## config.mk

```make
export PLATFORM = sky130hd
export DESIGN_NAME = irc_line_field_tagger
export DESIGN_NICKNAME = d
export VERILOG_FILES = /design/src/rtl/core/irclt_pkg.sv /design/src/rtl/core/irclt_front.sv /design/src/rtl/core/irclt_queue.sv /design/src/rtl/core/irclt_back.sv /design/src/rtl/core/irc_line_field_tagger.sv
export VERILOG_INCLUDE_DIRS = /design/src /design/src/rtl/core
export SDC_FILE = /design/constraint.sdc
export NUM_CORES = 1
export LEC_CHECK = 0
export BUFFER_PORTS_ARGS = -buffer_cell sky130_fd_sc_hd__buf_2
export CORE_MARGIN = 3
export CORE_UTILIZATION = 45
export DETAILED_ROUTE_END_ITERATION = 6
export GPL_ROUTABILITY_DRIVEN = 0
export MAX_ROUTING_LAYER = met4
export PLACE_DENSITY = 0.68
export SLEW_MARGIN = 10
export SYNTH_ARGS = -nofsm -noshare
export SYNTH_HDL_FRONTEND = slang
export SYNTH_SLANG_ARGS = --single-unit
```

## constraint.sdc

```tcl
create_clock -name clk_i -period 4.4 [get_ports clk_i]
set_input_delay 0.66 -clock clk_i [delete_from_list [all_inputs] [get_ports clk_i]]
set_output_delay 0.66 -clock clk_i [all_outputs]
set_load 0.1 [all_outputs]
```

## src/rtl/core/assert_macros.svh

```systemverilog
// Assertion macros shared by the line field tagger RTL.
// Every macro samples on clk_i; the first also ignores cycles in reset (rst_ni low).
`ifndef ASSERT_MACROS_SVH
`define ASSERT_MACROS_SVH

// Checked only out of reset.
`define IRCLT_ASSERT(lbl, prop) \
  lbl: assert property (@(posedge clk_i) disable iff (!rst_ni) prop) \
    else $error("irclt assertion failed");

// Checked on every edge, reset included.
`define IRCLT_ASSERT_ALWAYS(lbl, prop) \
  lbl: assert property (@(posedge clk_i) prop) \
    else $error("irclt assertion failed");

`endif

```

## src/rtl/core/irclt_pkg.sv

```systemverilog
// Package for the line field tagger: field kinds, character codes, queue record.
// No dependencies.
package irclt_pkg;

  localparam int MAX_ARGS    = 16;
  localparam int QUEUE_DEPTH = 2;

  localparam logic [7:0] CH_COLON = 8'h3A;
  localparam logic [7:0] CH_BANG  = 8'h21;
  localparam logic [7:0] CH_AT    = 8'h40;
  localparam logic [7:0] CH_LF    = 8'h0A;
  localparam logic [7:0] CH_SPACE = 8'h20;
  localparam logic [7:0] CH_TAB   = 8'h09;
  localparam logic [7:0] CH_CR    = 8'h0D;

  localparam int TDATA_W = 24;
  localparam int TUSER_W = 5;

  typedef enum logic [3:0] {
    KIND_DISCARD = 4'd0,
    KIND_NICK    = 4'd1,
    KIND_USER    = 4'd2,
    KIND_HOST    = 4'd3,
    KIND_CMD     = 4'd4,
    KIND_MIDDLE  = 4'd5,
    KIND_OPENER  = 4'd6,
    KIND_TRAIL   = 4'd7,
    KIND_SUMMARY = 4'd8
  } kind_e;

  // One classified byte, plus the message summary when eom is set.
  typedef struct packed {
    logic [7:0] data;
    kind_e      kind;
    logic [3:0] arg_idx;
    logic       tok_start;
    logic       ovf;
    logic       eom;
    logic [4:0] arg_cnt;
    logic       prefix;
  } rec_t;

  localparam int REC_W = $bits(rec_t);

  function automatic logic is_space(logic [7:0] b);
    return ((b >= CH_TAB) && (b <= CH_CR)) || (b == CH_SPACE);
  endfunction

endpackage

```

## src/rtl/core/irclt_front.sv

```systemverilog
// Front end: accepts message bytes and runs the field phase machine.
// Depends on irclt_pkg and assert_macros.svh; pushes records into irclt_queue.
`include "assert_macros.svh"

module irclt_front #(
  parameter int MaxArgs = irclt_pkg::MAX_ARGS
) (
  input  logic              clk_i,
  input  logic              rst_ni,
  input  logic              s_axis_tvalid_i,
  output logic              s_axis_tready_o,
  input  logic [7:0]        s_axis_tdata_i,  // [7:0] byte_in
  input  logic              s_axis_tlast_i,  // end_of_msg
  input  logic              full_i,
  output logic              push_o,
  output irclt_pkg::rec_t   rec_o
);
  import irclt_pkg::*;

  localparam int CW = $clog2(MaxArgs + 1);
  localparam int IW = (MaxArgs > 1) ? $clog2(MaxArgs) : 1;

  typedef enum logic [3:0] {
    PH_LEAD, PH_NICK, PH_USER, PH_HOST, PH_GAPC,
    PH_CMD, PH_GAPA, PH_ARG, PH_TRAIL, PH_DONE
  } phase_e;

  phase_e        phase_q, phase_d;
  logic [CW-1:0] cnt_q, cnt_d;
  logic [IW-1:0] cur_q, cur_d;
  logic          prefix_q, prefix_d;
  logic          ovf_q, ovf_d;
  logic          fresh_q, fresh_d;

  logic          accept;
  logic          ws;
  logic [7:0]    b;
  kind_e         kind;
  logic          ts;
  logic          argk;
  logic [IW+3:0] idx_ext;
  logic [CW+4:0] cnt_ext;

  assign s_axis_tready_o = ~full_i;
  assign accept          = s_axis_tvalid_i & ~full_i;
  assign push_o          = accept;
  assign b               = s_axis_tdata_i;
  assign ws              = is_space(b);

  always_comb begin
    phase_d  = phase_q;
    cnt_d    = cnt_q;
    cur_d    = cur_q;
    prefix_d = prefix_q;
    ovf_d    = ovf_q;
    fresh_d  = fresh_q;
    kind     = KIND_DISCARD;
    ts       = 1'b0;
    argk     = 1'b0;
    case (phase_q)
      PH_LEAD: begin
        if (!ws) begin
          if (b == CH_COLON) begin
            prefix_d = 1'b1;
            fresh_d  = 1'b1;
            phase_d  = PH_NICK;
          end else begin
            kind    = KIND_CMD;
            ts      = 1'b1;
            phase_d = PH_CMD;
          end
        end
      end
      PH_NICK, PH_USER, PH_HOST: begin
        if (ws) begin
          phase_d = PH_GAPC;
        end else if (phase_q == PH_NICK && b == CH_BANG) begin
          fresh_d = 1'b1;
          phase_d = PH_USER;
        end else if (phase_q == PH_USER && b == CH_AT) begin
          fresh_d = 1'b1;
          phase_d = PH_HOST;
        end else begin
          kind    = (phase_q == PH_NICK) ? KIND_NICK :
                    (phase_q == PH_USER) ? KIND_USER : KIND_HOST;
          ts      = fresh_q;
          fresh_d = 1'b0;
        end
      end
      PH_GAPC: begin
        if (!ws) begin
          kind    = KIND_CMD;
          ts      = 1'b1;
          phase_d = PH_CMD;
        end
      end
      PH_CMD: begin
        if (ws) begin
          phase_d = PH_GAPA;
        end else begin
          kind = KIND_CMD;
        end
      end
      PH_GAPA: begin
        if (!ws) begin
          if (cnt_q < CW'(MaxArgs)) begin
            cur_d = cnt_q[IW-1:0];
            cnt_d = cnt_q + 1'b1;
          end else begin
            ovf_d = 1'b1;
            cur_d = IW'(MaxArgs - 1);
          end
          ts   = 1'b1;
          argk = 1'b1;
          if (b == CH_COLON) begin
            kind    = KIND_OPENER;
            phase_d = PH_TRAIL;
          end else begin
            kind    = KIND_MIDDLE;
            phase_d = PH_ARG;
          end
        end
      end
      PH_ARG: begin
        if (ws) begin
          phase_d = PH_GAPA;
        end else begin
          kind = KIND_MIDDLE;
          argk = 1'b1;
        end
      end
      PH_TRAIL: begin
        if (b == CH_LF) begin
          phase_d = PH_DONE;
        end else begin
          kind = KIND_TRAIL;
          argk = 1'b1;
        end
      end
      default: begin
        phase_d = PH_DONE;
      end
    endcase
  end

  // Narrow output fields wrap when MaxArgs outgrows them.
  assign idx_ext = {4'b0, (argk ? cur_d : {IW{1'b0}})};
  assign cnt_ext = {5'b0, cnt_d};

  always_comb begin
    rec_o.data      = b;
    rec_o.kind      = kind;
    rec_o.arg_idx   = idx_ext[3:0];
    rec_o.tok_start = ts;
    rec_o.ovf       = ovf_d;
    rec_o.eom       = s_axis_tlast_i;
    rec_o.arg_cnt   = cnt_ext[4:0];
    rec_o.prefix    = prefix_d;
  end

  always_ff @(posedge clk_i or negedge rst_ni) begin
    if (!rst_ni) begin
      phase_q  <= PH_LEAD;
      cnt_q    <= '0;
      cur_q    <= '0;
      prefix_q <= 1'b0;
      ovf_q    <= 1'b0;
      fresh_q  <= 1'b0;
    end else if (accept) begin
      if (s_axis_tlast_i) begin
        phase_q  <= PH_LEAD;
        cnt_q    <= '0;
        cur_q    <= '0;
        prefix_q <= 1'b0;
        ovf_q    <= 1'b0;
        fresh_q  <= 1'b0;
      end else begin
        phase_q  <= phase_d;
        cnt_q    <= cnt_d;
        cur_q    <= cur_d;
        prefix_q <= prefix_d;
        ovf_q    <= ovf_d;
        fresh_q  <= fresh_d;
      end
    end
  end

  // Start of message carries no leftovers from the previous one.
  `IRCLT_ASSERT(a_lead_clean, (phase_q == PH_LEAD) |-> (cnt_q == '0 && !prefix_q && !ovf_q && !fresh_q))

endmodule

```

## src/rtl/core/irclt_queue.sv

```systemverilog
// Short record queue between front and back end.
// Depends on irclt_pkg and assert_macros.svh.
`include "assert_macros.svh"

module irclt_queue #(
  parameter int Depth = irclt_pkg::QUEUE_DEPTH
) (
  input  logic            clk_i,
  input  logic            rst_ni,
  input  logic            push_i,
  input  irclt_pkg::rec_t rec_i,
  output logic            full_o,
  input  logic            pop_i,
  output logic            valid_o,
  output irclt_pkg::rec_t rec_o
);
  import irclt_pkg::*;

  localparam int PW = (Depth > 1) ? $clog2(Depth) : 1;
  localparam int CW = $clog2(Depth + 1);

  rec_t          mem_q [Depth];
  logic [PW-1:0] wr_q, rd_q;
  logic [CW-1:0] cnt_q;
  logic          do_push, do_pop;

  assign full_o  = (cnt_q == CW'(Depth));
  assign valid_o = (cnt_q != '0);
  assign rec_o   = mem_q[rd_q];
  assign do_push = push_i & ~full_o;
  assign do_pop  = pop_i & valid_o;

  always_ff @(posedge clk_i) begin
    if (do_push) begin
      mem_q[wr_q] <= rec_i;
    end
  end

  always_ff @(posedge clk_i or negedge rst_ni) begin
    if (!rst_ni) begin
      wr_q  <= '0;
      rd_q  <= '0;
      cnt_q <= '0;
    end else begin
      if (do_push) begin
        wr_q <= (wr_q == PW'(Depth - 1)) ? '0 : wr_q + 1'b1;
      end
      if (do_pop) begin
        rd_q <= (rd_q == PW'(Depth - 1)) ? '0 : rd_q + 1'b1;
      end
      if (do_push && !do_pop) begin
        cnt_q <= cnt_q + 1'b1;
      end else if (do_pop && !do_push) begin
        cnt_q <= cnt_q - 1'b1;
      end
    end
  end

  `IRCLT_ASSERT(a_cnt_bound, cnt_q <= CW'(Depth))

endmodule

```

## src/rtl/core/irclt_back.sv

```systemverilog
// Back end: turns queued records into output transfers, adding the summary.
// Depends on irclt_pkg and assert_macros.svh.
`include "assert_macros.svh"

module irclt_back (
  input  logic                            clk_i,
  input  logic                            rst_ni,
  input  logic                            valid_i,
  input  irclt_pkg::rec_t                 rec_i,
  output logic                            pop_o,
  output logic                            m_axis_tvalid_o,
  input  logic                            m_axis_tready_i,
  // [7:0] byte_out, [11:8] arg_index, [16:12] arg_count, [17] has_prefix,
  // [18] arg_overflow, [23:19] zero
  output logic [irclt_pkg::TDATA_W-1:0]   m_axis_tdata_o,
  // [3:0] field_kind, [4] token_start
  output logic [irclt_pkg::TUSER_W-1:0]   m_axis_tuser_o,
  output logic                            m_axis_tlast_o  // last
);
  import irclt_pkg::*;

  logic               out_valid_q, out_valid_d;
  logic [TDATA_W-1:0] data_q, data_d;
  logic [TUSER_W-1:0] user_q, user_d;
  logic               last_q, last_d;
  logic               pend_q, pend_d;
  logic [4:0]         sum_cnt_q, sum_cnt_d;
  logic               sum_prefix_q, sum_prefix_d;
  logic               sum_ovf_q, sum_ovf_d;
  logic               can_load;

  assign can_load = ~out_valid_q | m_axis_tready_i;
  assign pop_o    = can_load & ~pend_q & valid_i;

  always_comb begin
    out_valid_d  = out_valid_q;
    data_d       = data_q;
    user_d       = user_q;
    last_d       = last_q;
    pend_d       = pend_q;
    sum_cnt_d    = sum_cnt_q;
    sum_prefix_d = sum_prefix_q;
    sum_ovf_d    = sum_ovf_q;
    if (can_load) begin
      if (pend_q) begin
        out_valid_d = 1'b1;
        data_d      = {5'b0, sum_ovf_q, sum_prefix_q, sum_cnt_q, 4'b0, 8'h00};
        user_d      = {1'b0, KIND_SUMMARY};
        last_d      = 1'b1;
        pend_d      = 1'b0;
      end else if (valid_i) begin
        out_valid_d  = 1'b1;
        data_d       = {5'b0, rec_i.ovf, 1'b0, 5'b0, rec_i.arg_idx, rec_i.data};
        user_d       = {rec_i.tok_start, rec_i.kind};
        last_d       = 1'b0;
        pend_d       = rec_i.eom;
        sum_cnt_d    = rec_i.arg_cnt;
        sum_prefix_d = rec_i.prefix;
        sum_ovf_d    = rec_i.ovf;
      end else begin
        out_valid_d = 1'b0;
      end
    end
  end

  always_ff @(posedge clk_i or negedge rst_ni) begin
    if (!rst_ni) begin
      out_valid_q <= 1'b0;
      pend_q      <= 1'b0;
    end else begin
      out_valid_q <= out_valid_d;
      pend_q      <= pend_d;
    end
  end

  always_ff @(posedge clk_i) begin
    data_q       <= data_d;
    user_q       <= user_d;
    last_q       <= last_d;
    sum_cnt_q    <= sum_cnt_d;
    sum_prefix_q <= sum_prefix_d;
    sum_ovf_q    <= sum_ovf_d;
  end

  assign m_axis_tvalid_o = out_valid_q;
  assign m_axis_tdata_o  = data_q;
  assign m_axis_tuser_o  = user_q;
  assign m_axis_tlast_o  = last_q;

  // A pending summary always sits behind the final byte's transfer.
  `IRCLT_ASSERT(a_pend_behind_byte, pend_q |-> out_valid_q)
  `IRCLT_ASSERT(a_last_is_summary, (out_valid_q && last_q) |-> (user_q[3:0] == KIND_SUMMARY))

endmodule

```

## src/rtl/core/irc_line_field_tagger.sv

```systemverilog
// IRC line field tagger, top level: front end, record queue, back end.
// Depends on irclt_pkg, irclt_front, irclt_queue, irclt_back.
//
// Usage: bytes of one IRC message arrive on the s_axis channel, tdata the
// byte and tlast on the final byte. For every byte one transfer leaves on
// m_axis with the byte, its field kind and token start in tuser, and the
// argument index in tdata. The final byte is followed by a summary transfer
// (kind summary, tlast high) carrying argument count, prefix and overflow.
// A byte accepted on s_axis is written into the queue, then loaded into the
// output register and offered on m_axis. Throughput: one byte per cycle
// while the receiver keeps m_axis_tready high; after the final byte of a
// message the summary takes its own output transfer, and the next record waits.
// The phase machine in the front end classifies each byte as it is accepted.
// A stalled receiver holds the output register; the queue then fills and
// s_axis_tready falls once it holds QueueDepth records.
// Reset empties the queue and output register and returns the phase machine
// to the start of a message.
module irc_line_field_tagger #(
  parameter int MaxArgs    = irclt_pkg::MAX_ARGS,
  parameter int QueueDepth = irclt_pkg::QUEUE_DEPTH
) (
  input  logic                          clk_i,
  input  logic                          rst_ni,
  input  logic                          s_axis_tvalid_i,
  output logic                          s_axis_tready_o,
  input  logic [7:0]                    s_axis_tdata_i,  // [7:0] byte_in
  input  logic                          s_axis_tlast_i,  // end_of_msg
  output logic                          m_axis_tvalid_o,
  input  logic                          m_axis_tready_i,
  // [7:0] byte_out, [11:8] arg_index, [16:12] arg_count, [17] has_prefix,
  // [18] arg_overflow, [23:19] zero
  output logic [irclt_pkg::TDATA_W-1:0] m_axis_tdata_o,
  // [3:0] field_kind, [4] token_start
  output logic [irclt_pkg::TUSER_W-1:0] m_axis_tuser_o,
  output logic                          m_axis_tlast_o   // last
);
  import irclt_pkg::*;

  rec_t front_rec;
  rec_t queue_rec;
  logic push;
  logic full;
  logic pop;
  logic queue_valid;

  irclt_front #(
    .MaxArgs(MaxArgs)
  ) u_front (
    .clk_i          (clk_i),
    .rst_ni         (rst_ni),
    .s_axis_tvalid_i(s_axis_tvalid_i),
    .s_axis_tready_o(s_axis_tready_o),
    .s_axis_tdata_i (s_axis_tdata_i),
    .s_axis_tlast_i (s_axis_tlast_i),
    .full_i         (full),
    .push_o         (push),
    .rec_o          (front_rec)
  );

  irclt_queue #(
    .Depth(QueueDepth)
  ) u_queue (
    .clk_i  (clk_i),
    .rst_ni (rst_ni),
    .push_i (push),
    .rec_i  (front_rec),
    .full_o (full),
    .pop_i  (pop),
    .valid_o(queue_valid),
    .rec_o  (queue_rec)
  );

  irclt_back u_back (
    .clk_i          (clk_i),
    .rst_ni         (rst_ni),
    .valid_i        (queue_valid),
    .rec_i          (queue_rec),
    .pop_o          (pop),
    .m_axis_tvalid_o(m_axis_tvalid_o),
    .m_axis_tready_i(m_axis_tready_i),
    .m_axis_tdata_o (m_axis_tdata_o),
    .m_axis_tuser_o (m_axis_tuser_o),
    .m_axis_tlast_o (m_axis_tlast_o)
  );

endmodule
```

# --- After elaboration in Yosys (flattened, before gate mapping) ---
# Memory sizes are Yosys's and may differ from the RTL's.
# Cells that the tools add are included.
classes:
  add_sub_neg: 5
  n_lt_le_gt_ge: 3
  n_eq_ne: 22
  n_mux: 72
  bitwise_logic: 9
  n_reduce_logical: 22
ops:
  columns: ["op", "n"]
  rows:
  - ["two-way mux 4 bit", 21]
  - ["case mux 4 bit (6 select lines)", 2]
  - ["two-way mux 19 bit", 2]
  - ["two-way mux 1 bit", 31]
  - ["two-way mux 5 bit", 5]
  - ["equality test 8 x 6 -> 1 bit (second input constant)", 3]
  - ["equality test 4 x 3 -> 1 bit (second input constant)", 4]
  - ["two-way mux 3 bit", 5]
  - ["!= test 3 bit (second input constant)", 4]
  - ["equality test 4 x 2 -> 1 bit (second input constant)", 2]
  - ["equality test 8 x 4 -> 1 bit (second input constant)", 1]
  - ["equality test 8 x 7 -> 1 bit (second input constant)", 1]
  - [">= comparator 8 x 4 -> 1 bit (second input constant)", 1]
  - ["<= comparator 8 x 4 -> 1 bit (second input constant)", 1]
  - ["OR reduction 2 bit", 4]
  - ["AND reduction 7 bit", 1]
  - ["two-way mux 2 bit", 3]
  - ["!= test 3 x 2 -> 1 bit (second input constant)", 2]
  - ["nonzero test 2 bit", 3]
  - ["adder 5 x 1 -> 5 bit (second input constant)", 1]
  - ["bitwise AND 1 bit", 5]
  - ["logical AND 1 bit", 5]
  - ["< comparator 5 bit (second input constant)", 1]
  - ["!= test 5 x 2 -> 1 bit (second input constant)", 1]
  - ["other kinds (19)", 24]
totals:
  reg_bits: 54
  mem_bits_rw: 50
  input_bits: 13
  output_inout_bits: 32
  wordCells: 152
  mem_count: 1
memory_table:
  columns: ["name", "words", "width", "read_ports", "rd_ports_with_merged_regs", "wr", "line_no", "rtl"]
  rows:
  - ["u_queue.mem_q", 2, 25, 1, 0, 1, "irclt_queue.sv:22", "rec_t mem_q [Depth];"]

# --- Logic depth before layout (Yosys ltp) ---
# Gate-level depths: netlist (run 1).
depth:
  word_depth: 8
  ltp_mapped: 8
  mapped_depth_nobuf: 7

# --- Hierarchy ---
# Synthesis (run 1) repeated with hierarchy kept, for this count alone.
hier_totals:
  hier_cells: 352
  area_unflattened_um2: 4904.7
modules_own_cells:
  columns: ["mod", "n_inst", "cells_per_inst", "area_per_inst_um2", "seq_area_each_um2"]
  rows:
  - ["irclt_queue", 1, 97, 2105.8, 1601.5]
  - ["irclt_front", 1, 179, 1486.4, 400.4]
  - ["irclt_back", 1, 76, 1312.5, 1011.0]

# --- Least setup slack after synthesis (run 1) ---
# No wires, ideal clock.
synth_path:
  path_kind: "register to register"
  start: "register u_queue.cnt_q[0]"
  end: "memory u_queue.mem_q[0][0] (netlist bit), enable pin"
  setup_time_ns: 0.405
  t_arrival_ns: 2.801
  required_time_ns: 3.995
  path_slack_ns: 1.195
  stages_incl_launch_ff: 5
  n_path_buf: 1
  period_less_slack_ns: 3.205
  cell_sequence: "dfrtp_1 -> nand2b_1 -> nand2_1 -> buf_1 -> nor2_1"
synth_via:
  elab_chain_cells: 6
synth_rtl:
  columns: ["element", "line_no", "rtl"]
  rows:
  - ["start: declaration", "irclt_queue.sv:24", "logic [CW-1:0] cnt_q;"]
  - ["start signal: assignment", "irclt_queue.sv:52", "cnt_q <= cnt_q + 1'b1;"]
  - ["start signal: assignment", "irclt_queue.sv:54", "cnt_q <= cnt_q - 1'b1;"]
  - ["equality test 2 bit (*)", "irclt_queue.sv:27", "assign full_o = (cnt_q == CW'(Depth));"]
  - ["NOT 1 bit (*)", null, null]
  - ["via s_axis_tready_o", "irc_line_field_tagger.sv:25", "output logic s_axis_tready_o,"]
  - ["bitwise AND 1 bit", "irclt_front.sv:45", "assign accept = s_axis_tvalid_i & ~full_i;"]
  - ["bitwise AND 1 bit (*)", "irclt_queue.sv:30", "assign do_push = push_i & ~full_o;"]
  - ["two-way mux 1 bit (*)", "irclt_queue.sv:34", "if (do_push) begin"]
  - ["two-way mux 1 bit (not written as such) (*)", "irclt_queue.sv:35", "mem_q[wr_q] <= rec_i;"]
  - ["end: declaration", "irclt_queue.sv:22", null]
# The timed path passes the listed nets; every way through them passes the cells marked *.

# --- Worst setup path after layout (run 1) ---
layout_path:
  start: "register u_front.phase_q[2]"
  end: "register u_front.cur_q[0]"
layout_via:
  elab_chain_cells: 3
layout_rtl:
  columns: ["element", "line_no", "rtl"]
  rows:
  - ["start: declaration", "irclt_front.sv:28", "phase_e phase_q, phase_d;"]
  - ["start signal: assignment", "irclt_front.sv:178", "phase_q <= phase_d;"]
  - ["equality test 4 x 3 -> 1 bit", "irclt_front.sv:60", "case (phase_q)"]
  - ["two-way mux 4 bit", "irclt_front.sv:60", null]
  - ["two-way mux 4 bit", "irclt_front.sv:170", "if (s_axis_tlast_i) begin"]
  - ["end signal: assignment", "irclt_front.sv:180", "cur_q <= cur_d;"]
  - ["end: declaration", "irclt_front.sv:30", "logic [IW-1:0] cur_q, cur_d;"]
# No other way between the ends.
# A chain may end at the register's enable or synchronous reset.

==> flow_metrics.env, run 1 <==
export IMPL_final_core_utilization_pct=52.6
export IMPL_cts_htree_levels=3
export IMPL_die_y_um=105
export IMPL_cts_setup_buffers=0
export IMPL_antenna_found_initial=0
export IMPL_reg2reg_depth=6
export IMPL_drv_cap=0
export IMPL_place_ws_ns=1.62
export IMPL_core_area_mm2=0.00942
export IMPL_slew_viol_final=0
export IMPL_rsz0062_at_grt="false"
export IMPL_ys_async_sr_fraction_pct=21.8
export IMPL_tritoncts="yes"
export IMPL_path_buf_inv=0
export IMPL_cts_sinks=101
export IMPL_fin_skew_ns=0.0124
export IMPL_holdBufCountCts=0
export IMPL_io_pins=45
export IMPL_grt_pass1_vias=2586
export IMPL_rr_startpoint="u_front.phase_q[2]$_DFFE_PN0P_"
export IMPL_synth_edf_count=79
export IMPL_syn_area_per_cell_um2=13.2
export IMPL_ys_types=65
export IMPL_synth_compound_area_share_pct=9.97
export IMPL_path_clk_slew_ns=0.10
export IMPL_syn2layout_area_growth_pct=11.1
export IMPL_yosys_most_used_dff="edfxtp_1"
export IMPL_grt_use_total_pct=15.2
export IMPL_first_iter_violations=315
export IMPL_antenna_left=0
export IMPL_vias=2707
export IMPL_crit_family="simple AND/OR/NAND/NOR gates"
export IMPL_fp_dieW_um=105
export IMPL_worst_ep_required_time_ns=4.67
export IMPL_fin_crit_ns=2.50
export IMPL_finalCritPeriodShare_pct=56.8
export IMPL_num_antenna_cells=0
export IMPL_finalSetupTns_ns=0
export IMPL_min_path_type="input pin to asynchronous set/reset pin"
export IMPL_synth_fa_ha_area_share_pct=0.843
export IMPL_synth_seq_cells=101
export IMPL_critPathLaunch="u_front.phase_q[2]$_DFFE_PN0P_"
export IMPL_cts_inserted_buffers=9
export IMPL_status="completed"
export IMPL_crit_path_end_kind="flop"
export IMPL_finalHoldViolations=0
export IMPL_rows=35
export IMPL_port_buffers=39
export IMPL_arrival_ns=2.78
export IMPL_synth_xor_area_share_pct=1.57
export IMPL_setup_slack_ns=1.90
export IMPL_crit_type="flop to flop"
export IMPL_initial_core_util_pct=47.3
export IMPL_netlist_area_mm2=0.00445
export IMPL_grt_max_degree=28
export IMPL_cts_root_buf="clkbuf_8"
export IMPL_wire_per_inst_um=15.2
export IMPL_cp_endpoint="u_front.cur_q[0]$_DFFE_PN0P_"
export IMPL_slowest_stage="dfrtp_1"
export IMPL_path_depth=6
export IMPL_r2r_end="u_front.cur_q[0]$_DFFE_PN0P_"
export IMPL_gr_total_overflow=0
export IMPL_firstDrtPassIters=5
export IMPL_grt_pass1_wl_mm=13.0
export IMPL_worstPathCellList="nand2_1, or3_1, nor3_2, nand2_1, a2bb2oi_1, o21ai_1"
export IMPL_clkLatencyLatePin_ns=0.35
export IMPL_cts_resized=0
export IMPL_yosys_area_share_simple_pct=12.9
export IMPL_synth_warning_count=0
export IMPL_drt_total_wl_mm=7.71
export IMPL_fmax_mhz=400
export IMPL_setup_viol=0
export IMPL_ys_seq_area_share_pct=65.6
export IMPL_die_area_mm2=0.0111
export IMPL_muxShareOfSynthArea_pct=6.10
export IMPL_dp_final_hpwl_mm=5.15
export IMPL_synth_top_family_by_area="simple AND/OR/NAND/NOR gates"
export IMPL_tightest_slew_ns=0.824
export IMPL_slowest_delay_ns=0.63
export IMPL_postSynthCellCount=338
export IMPL_clockBufferDepth=2
export IMPL_viasPerCell=5.33
export IMPL_crit_fanout=15
export IMPL_num_fill_cells=778
export IMPL_max_slew_margin_pct=45.0
export IMPL_drc=0
export IMPL_nNetsFinal=390
export IMPL_cpMostUsedCell="nand2_1"
export IMPL_rrSetupSlack_ns=1.90
export IMPL_cp_start_kind="flop"
export IMPL_drive_gt1_share_pct=20.3
cell families after synthesis:
kind of cell    after synthesis
xor+xnor                      8
fa+ha+maj                     3
mux                          26
buf+inv                      28
simple gates                108
other cells                   1
flops                       101
compound gates               63
how the worst min path moves through the flow:
stage	endpoint	slack [ns]	depth (start not counted)
after detailed placement	u_front.cur_q[2]$_DFFE_PN0P_	0.50	2
after global placement	u_queue.wr_q$_DFFE_PN0P_	0.50	1
after global routing	u_queue.wr_q$_DFFE_PN0P_	0.28	1
after CTS	u_front.phase_q[1]$_DFFE_PN0P_	0.27	1
after floorplan	u_back.m_axis_tvalid_o$_DFFE_PN0N_	0.36	0
final	u_queue.wr_q$_DFFE_PN0P_	0.27	1
cell type report:
class                   count  area, µm²  share of cell area, %
clock inverters             6       55.1                   1.11
inverters                   7       26.3                  0.531
clock buffers              10        138                   2.78
repair buffers             42        218                   4.40
well taps                 129        161                   3.26
multi-input cells         213       1430                   28.8
flip-flops and latches    101       2920                   59.1
sequential cells by signal, summed over array words and instances, names as in the netlist:
register	count
u_queue.mem_q	48
u_back.m_axis_tdata_o	19
u_back.m_axis_tuser_o	5
u_back.sum_cnt_q	5
u_front.cnt_q	5
u_front.cur_q	4
u_front.phase_q	4
u_queue.cnt_q	2
u_back.m_axis_tvalid_o	1
u_back.pend_q	1
u_back.sum_ovf_q	1
u_back.sum_prefix_q	1
u_front.fresh_q	1
u_front.ovf_q	1
u_front.prefix_q	1
u_queue.rd_q	1
u_queue.wr_q	1
metrics by stage:
| stage | area (µm²) | hold slack (ns) | cells |
|---|---|---|---|
| after floorplan | 4470 | 0.364 | 342 |
| after global placement | 4750 | 0.496 | 492 |
| after detailed placement | 4750 | 0.500 | 492 |
| after CTS | 4940 | 0.274 | 508 |
| after global routing | 4950 | 0.282 | 508 |
| final | 4950 | 0.274 | 508 |
cells in the mapped netlist, types with 2 or more instances:
cell	count	area share, %
inv_1	7	0.59
mux2i_1	17	3.8
o221ai_1	2	0.39
or3_1	5	0.70
edfxtp_1	79	53
and3_1	2	0.28
nand2_1	24	2.0
nand4_1	2	0.28
a21oi_1	10	1.1
a21o_1	5	0.84
o31ai_1	2	0.34
mux2_2	6	1.5
xor2_1	2	0.39
dfrtp_1	22	12
buf_4	6	1.0
a211oi_1	3	0.51
nor3_2	2	0.45
a31oi_1	3	0.42
clkbuf_1	12	1.0
nor2_1	35	2.9
nand3b_1	2	0.34
buf_1	2	0.17
a2bb2oi_1	4	0.79
nor2b_1	4	0.56
o21ai_1	13	1.5
o21ai_0	3	0.34
ha_1	3	0.84
xnor2_1	6	1.2
a221oi_1	2	0.39
nand2b_1	4	0.56
and2_1	7	0.98
nor3_1	7	0.79
mux2_1	3	0.76
per-layer routing:
metal	track usage, %	vias up	share of wire, %
li1	-	1322	-
met1	21.0	1332	48
met5	-	-	0
met2	22.1	51	48
met4	5.64	0	0.78
met3	3.25	2	3.7
layout by cell type (no fill, tap or decap), types with 5 or more instances in the layout:
cell	instances
conb_1	5
o21ai_1	13
dfrtp_1	22
mux2i_1	17
nand2_1	24
buf_2	39
or3_1	5
xnor2_1	6
clkbuf_8	10
a21oi_1	10
nor3_1	7
edfxtp_1	79
inv_1	7
nor2_1	33
a21o_1	5
and2_1	7
mux2_2	6
worst register-to-register path, delay by kind of cell, from the launching register on:
kind | cells | cell delay (ns)
flip-flops | 1 | 0.63
AND/OR/NAND/NOR | 4 | 1.49
AO/OA/AOI/OAI | 2 | 0.31
Power of run 1 is not shown: default switching activity piles up to over one toggle a cycle in this logic, so the estimate is an artifact.
==> run 2: changes to the inputs <==
clock period = 2.5 ns   (was 4.4 ns; I/O delays follow)
==> flow_metrics.env, run 2 (same netlist as run 1, synthesis figures left out) <==
export IMPL_status="completed"
export IMPL_drv_cap=0
export IMPL_drt_total_wl_mm=7.94
export IMPL_fin_cells=521
export IMPL_max_slew_margin_pct=65.2
export IMPL_layout_common_cells="edfxtp_1, buf_2, nor2_1, nand2_1, dfrtp_1"
export IMPL_clkLatencyLatePin_ns=0.37
export IMPL_r2r_end="u_front.phase_q[1]$_DFFE_PN0P_"
export IMPL_peakVddDrop_uv=698
export IMPL_viasPerCell=5.27
export IMPL_die_y_um=105
export IMPL_use_met2_pct=23.3
export IMPL_dp_final_hpwl_mm=5.38
export IMPL_core_area_mm2=0.00942
export IMPL_antenna_found_initial=0
export IMPL_io_pins=45
export IMPL_rr_startpoint="u_front.phase_q[1]$_DFFE_PN0P_"
export IMPL_syn2layout_area_growth_pct=13.7
export IMPL_place_inst=504
export IMPL_clockBufferDepth=2
export IMPL_nNetsFinal=403
export IMPL_setup_viol=0
export IMPL_crit_fanout=11
export IMPL_antenna_left=0
export IMPL_cp_start_kind="flop"
export IMPL_seq_power_share_pct=39.5
export IMPL_p_switching_mw=3.17
export IMPL_fin_crit_ns=2.26
export IMPL_rrSetupSlack_ns=0.24
export IMPL_finalHoldViolations=0
export IMPL_cts_setup_buffers=0
export IMPL_cts_htree_levels=3
export IMPL_grt_max_degree=27
export IMPL_top_usage_layer="met2"
export IMPL_power_frac_clock_pct=15.7
export IMPL_intPower_mw=3.63
export IMPL_gr_usage_met1_pct=21.1
export IMPL_critPathLaunch="u_front.phase_q[1]$_DFFE_PN0P_"
export IMPL_crit_path_end_kind="flop"
export IMPL_combinationalPowerShare_pct=44.8
export IMPL_reg2reg_depth=6
export IMPL_rsz0062_at_grt="false"
export IMPL_fin_skew_ns=0.0108
export IMPL_leakagePower_nw=1.96
export IMPL_grt_use_total_pct=15.6
export IMPL_regMostFlops="u_queue.mem_q"
export IMPL_vias=2746
export IMPL_initial_core_util_pct=47.3
export IMPL_finalSetupTns_ns=0
export IMPL_power_density_mw_per_mm2=1340
export IMPL_cp_endpoint="u_front.phase_q[1]$_DFFE_PN0P_"
export IMPL_port_buffers=39
export IMPL_die_area_mm2=0.0111
export IMPL_fin_area_mm2=0.00506
export IMPL_path_clk_slew_ns=0.10
export IMPL_cts_sinks=101
export IMPL_crit_type="flop to flop"
export IMPL_drc=0
export IMPL_min_path_type="input pin to flop"
export IMPL_num_antenna_cells=0
export IMPL_firstDrtPassIters=4
export IMPL_placed_area_mm2=0.00484
export IMPL_tightest_slew_ns=0.521
export IMPL_final_core_utilization_pct=53.8
export IMPL_tritoncts="yes"
export IMPL_p_total_mw=6.79
export IMPL_slew_viol_final=0
export IMPL_rows=35
export IMPL_fmax_mhz=442
export IMPL_final_common_cell="edfxtp_1"
export IMPL_largest_reg_flops=48
export IMPL_cts_root_buf="clkbuf_8"
export IMPL_grt_pass1_wl_mm=13.4
export IMPL_arrival_ns=2.53
export IMPL_switching_share_pct=46.6
export IMPL_drive_gt1_share_pct=22.7
export IMPL_first_iter_violations=179
export IMPL_fp_dieW_um=105
export IMPL_wire_per_inst_um=15.2
export IMPL_grt_pass1_vias=2674
export IMPL_grtUsageMet3_pct=4.04
export IMPL_gr_total_overflow=0
export IMPL_cts_inserted_buffers=9
export IMPL_finalCritPeriodShare_pct=90.5
export IMPL_worst_ep_required_time_ns=2.77
## run 2: repair_timing
| item | in CTS | in global routing |
|---|---|---|
| hold buffers | 1 | 0 |
| endpoints found under the setup margin | 0 | 8 |
| endpoints found under the hold margin | 22 | 0 |
| gates resized for setup | 0 | 1 |
## run 2: worst min path at each step
| stage | startpoint | end | slack (ns) | cells past startpoint |
|---|---|---|---|---|
| 4_1_cts | s_axis_tdata_i[1] | u_queue.mem_q[1][18]$_DFFE_PP_ | 0.23 | 1 |
| 2_1_floorplan | rst_ni | u_back.m_axis_tvalid_o$_DFFE_PN0N_ | 0.08 | 0 |
| 5_1_grt | s_axis_tdata_i[7] | u_queue.mem_q[0][24]$_DFFE_PP_ | 0.23 | 1 |
| 3_3_place_gp | rst_ni | u_queue.cnt_q[0]$_DFFE_PN0P_ | 0.37 | 1 |
| 3_5_place_dp | rst_ni | u_queue.cnt_q[0]$_DFFE_PN0P_ | 0.37 | 1 |
| 6_report | s_axis_tdata_i[1] | u_queue.mem_q[1][18]$_DFFE_PP_ | 0.24 | 1 |
## run 2: stage by stage
step,hold WS (ns),setup slack [ns]
floorplan,0.0794,0.0205
global placement,0.370,0.138
CTS,0.227,0.132
detailed placement,0.372,0.0870
finish,0.242,0.237
global route,0.233,0.0898
## run 2: area by class of cell
type	count	area, µm²
Tap cell	129	161
Clock inverter	7	81.3
Multi-Input combinational cell	213	1430
Timing Repair Buffer	55	318
Fill cell	788	4350
Sequential cell	101	2920
Clock buffer	9	124
Inverter	7	26.3
## run 2: layer usage
metal	vias to the layer above	share of wire (%)
met5	-	0
met4	0	1.3
met3	10	4.6
met2	67	45
met1	1325	49
li1	1344	-
## run 2: worst max-delay path, cell delays in order, from the launching register on
cell and delay [ns]:
dfrtp_1 0.58, nor4bb_1 0.42, a2bb2oi_1 0.12, o221ai_1 0.29
a31oi_2 0.23, a221o_1 0.34, a31o_1 0.19
## run 2: power by group through the flow
stage	sequential (mW)	clock (mW)	combinational [mW]
finish	2.68	1.07	3.04
global route	2.74	1.16	3.23
CTS	2.68	1.09	3.07
detailed placement	2.72	0	3.06
global placement	2.70	0	3.03
floorplan	4.07	0	1.18
Power figures use the tool's default switching activity.
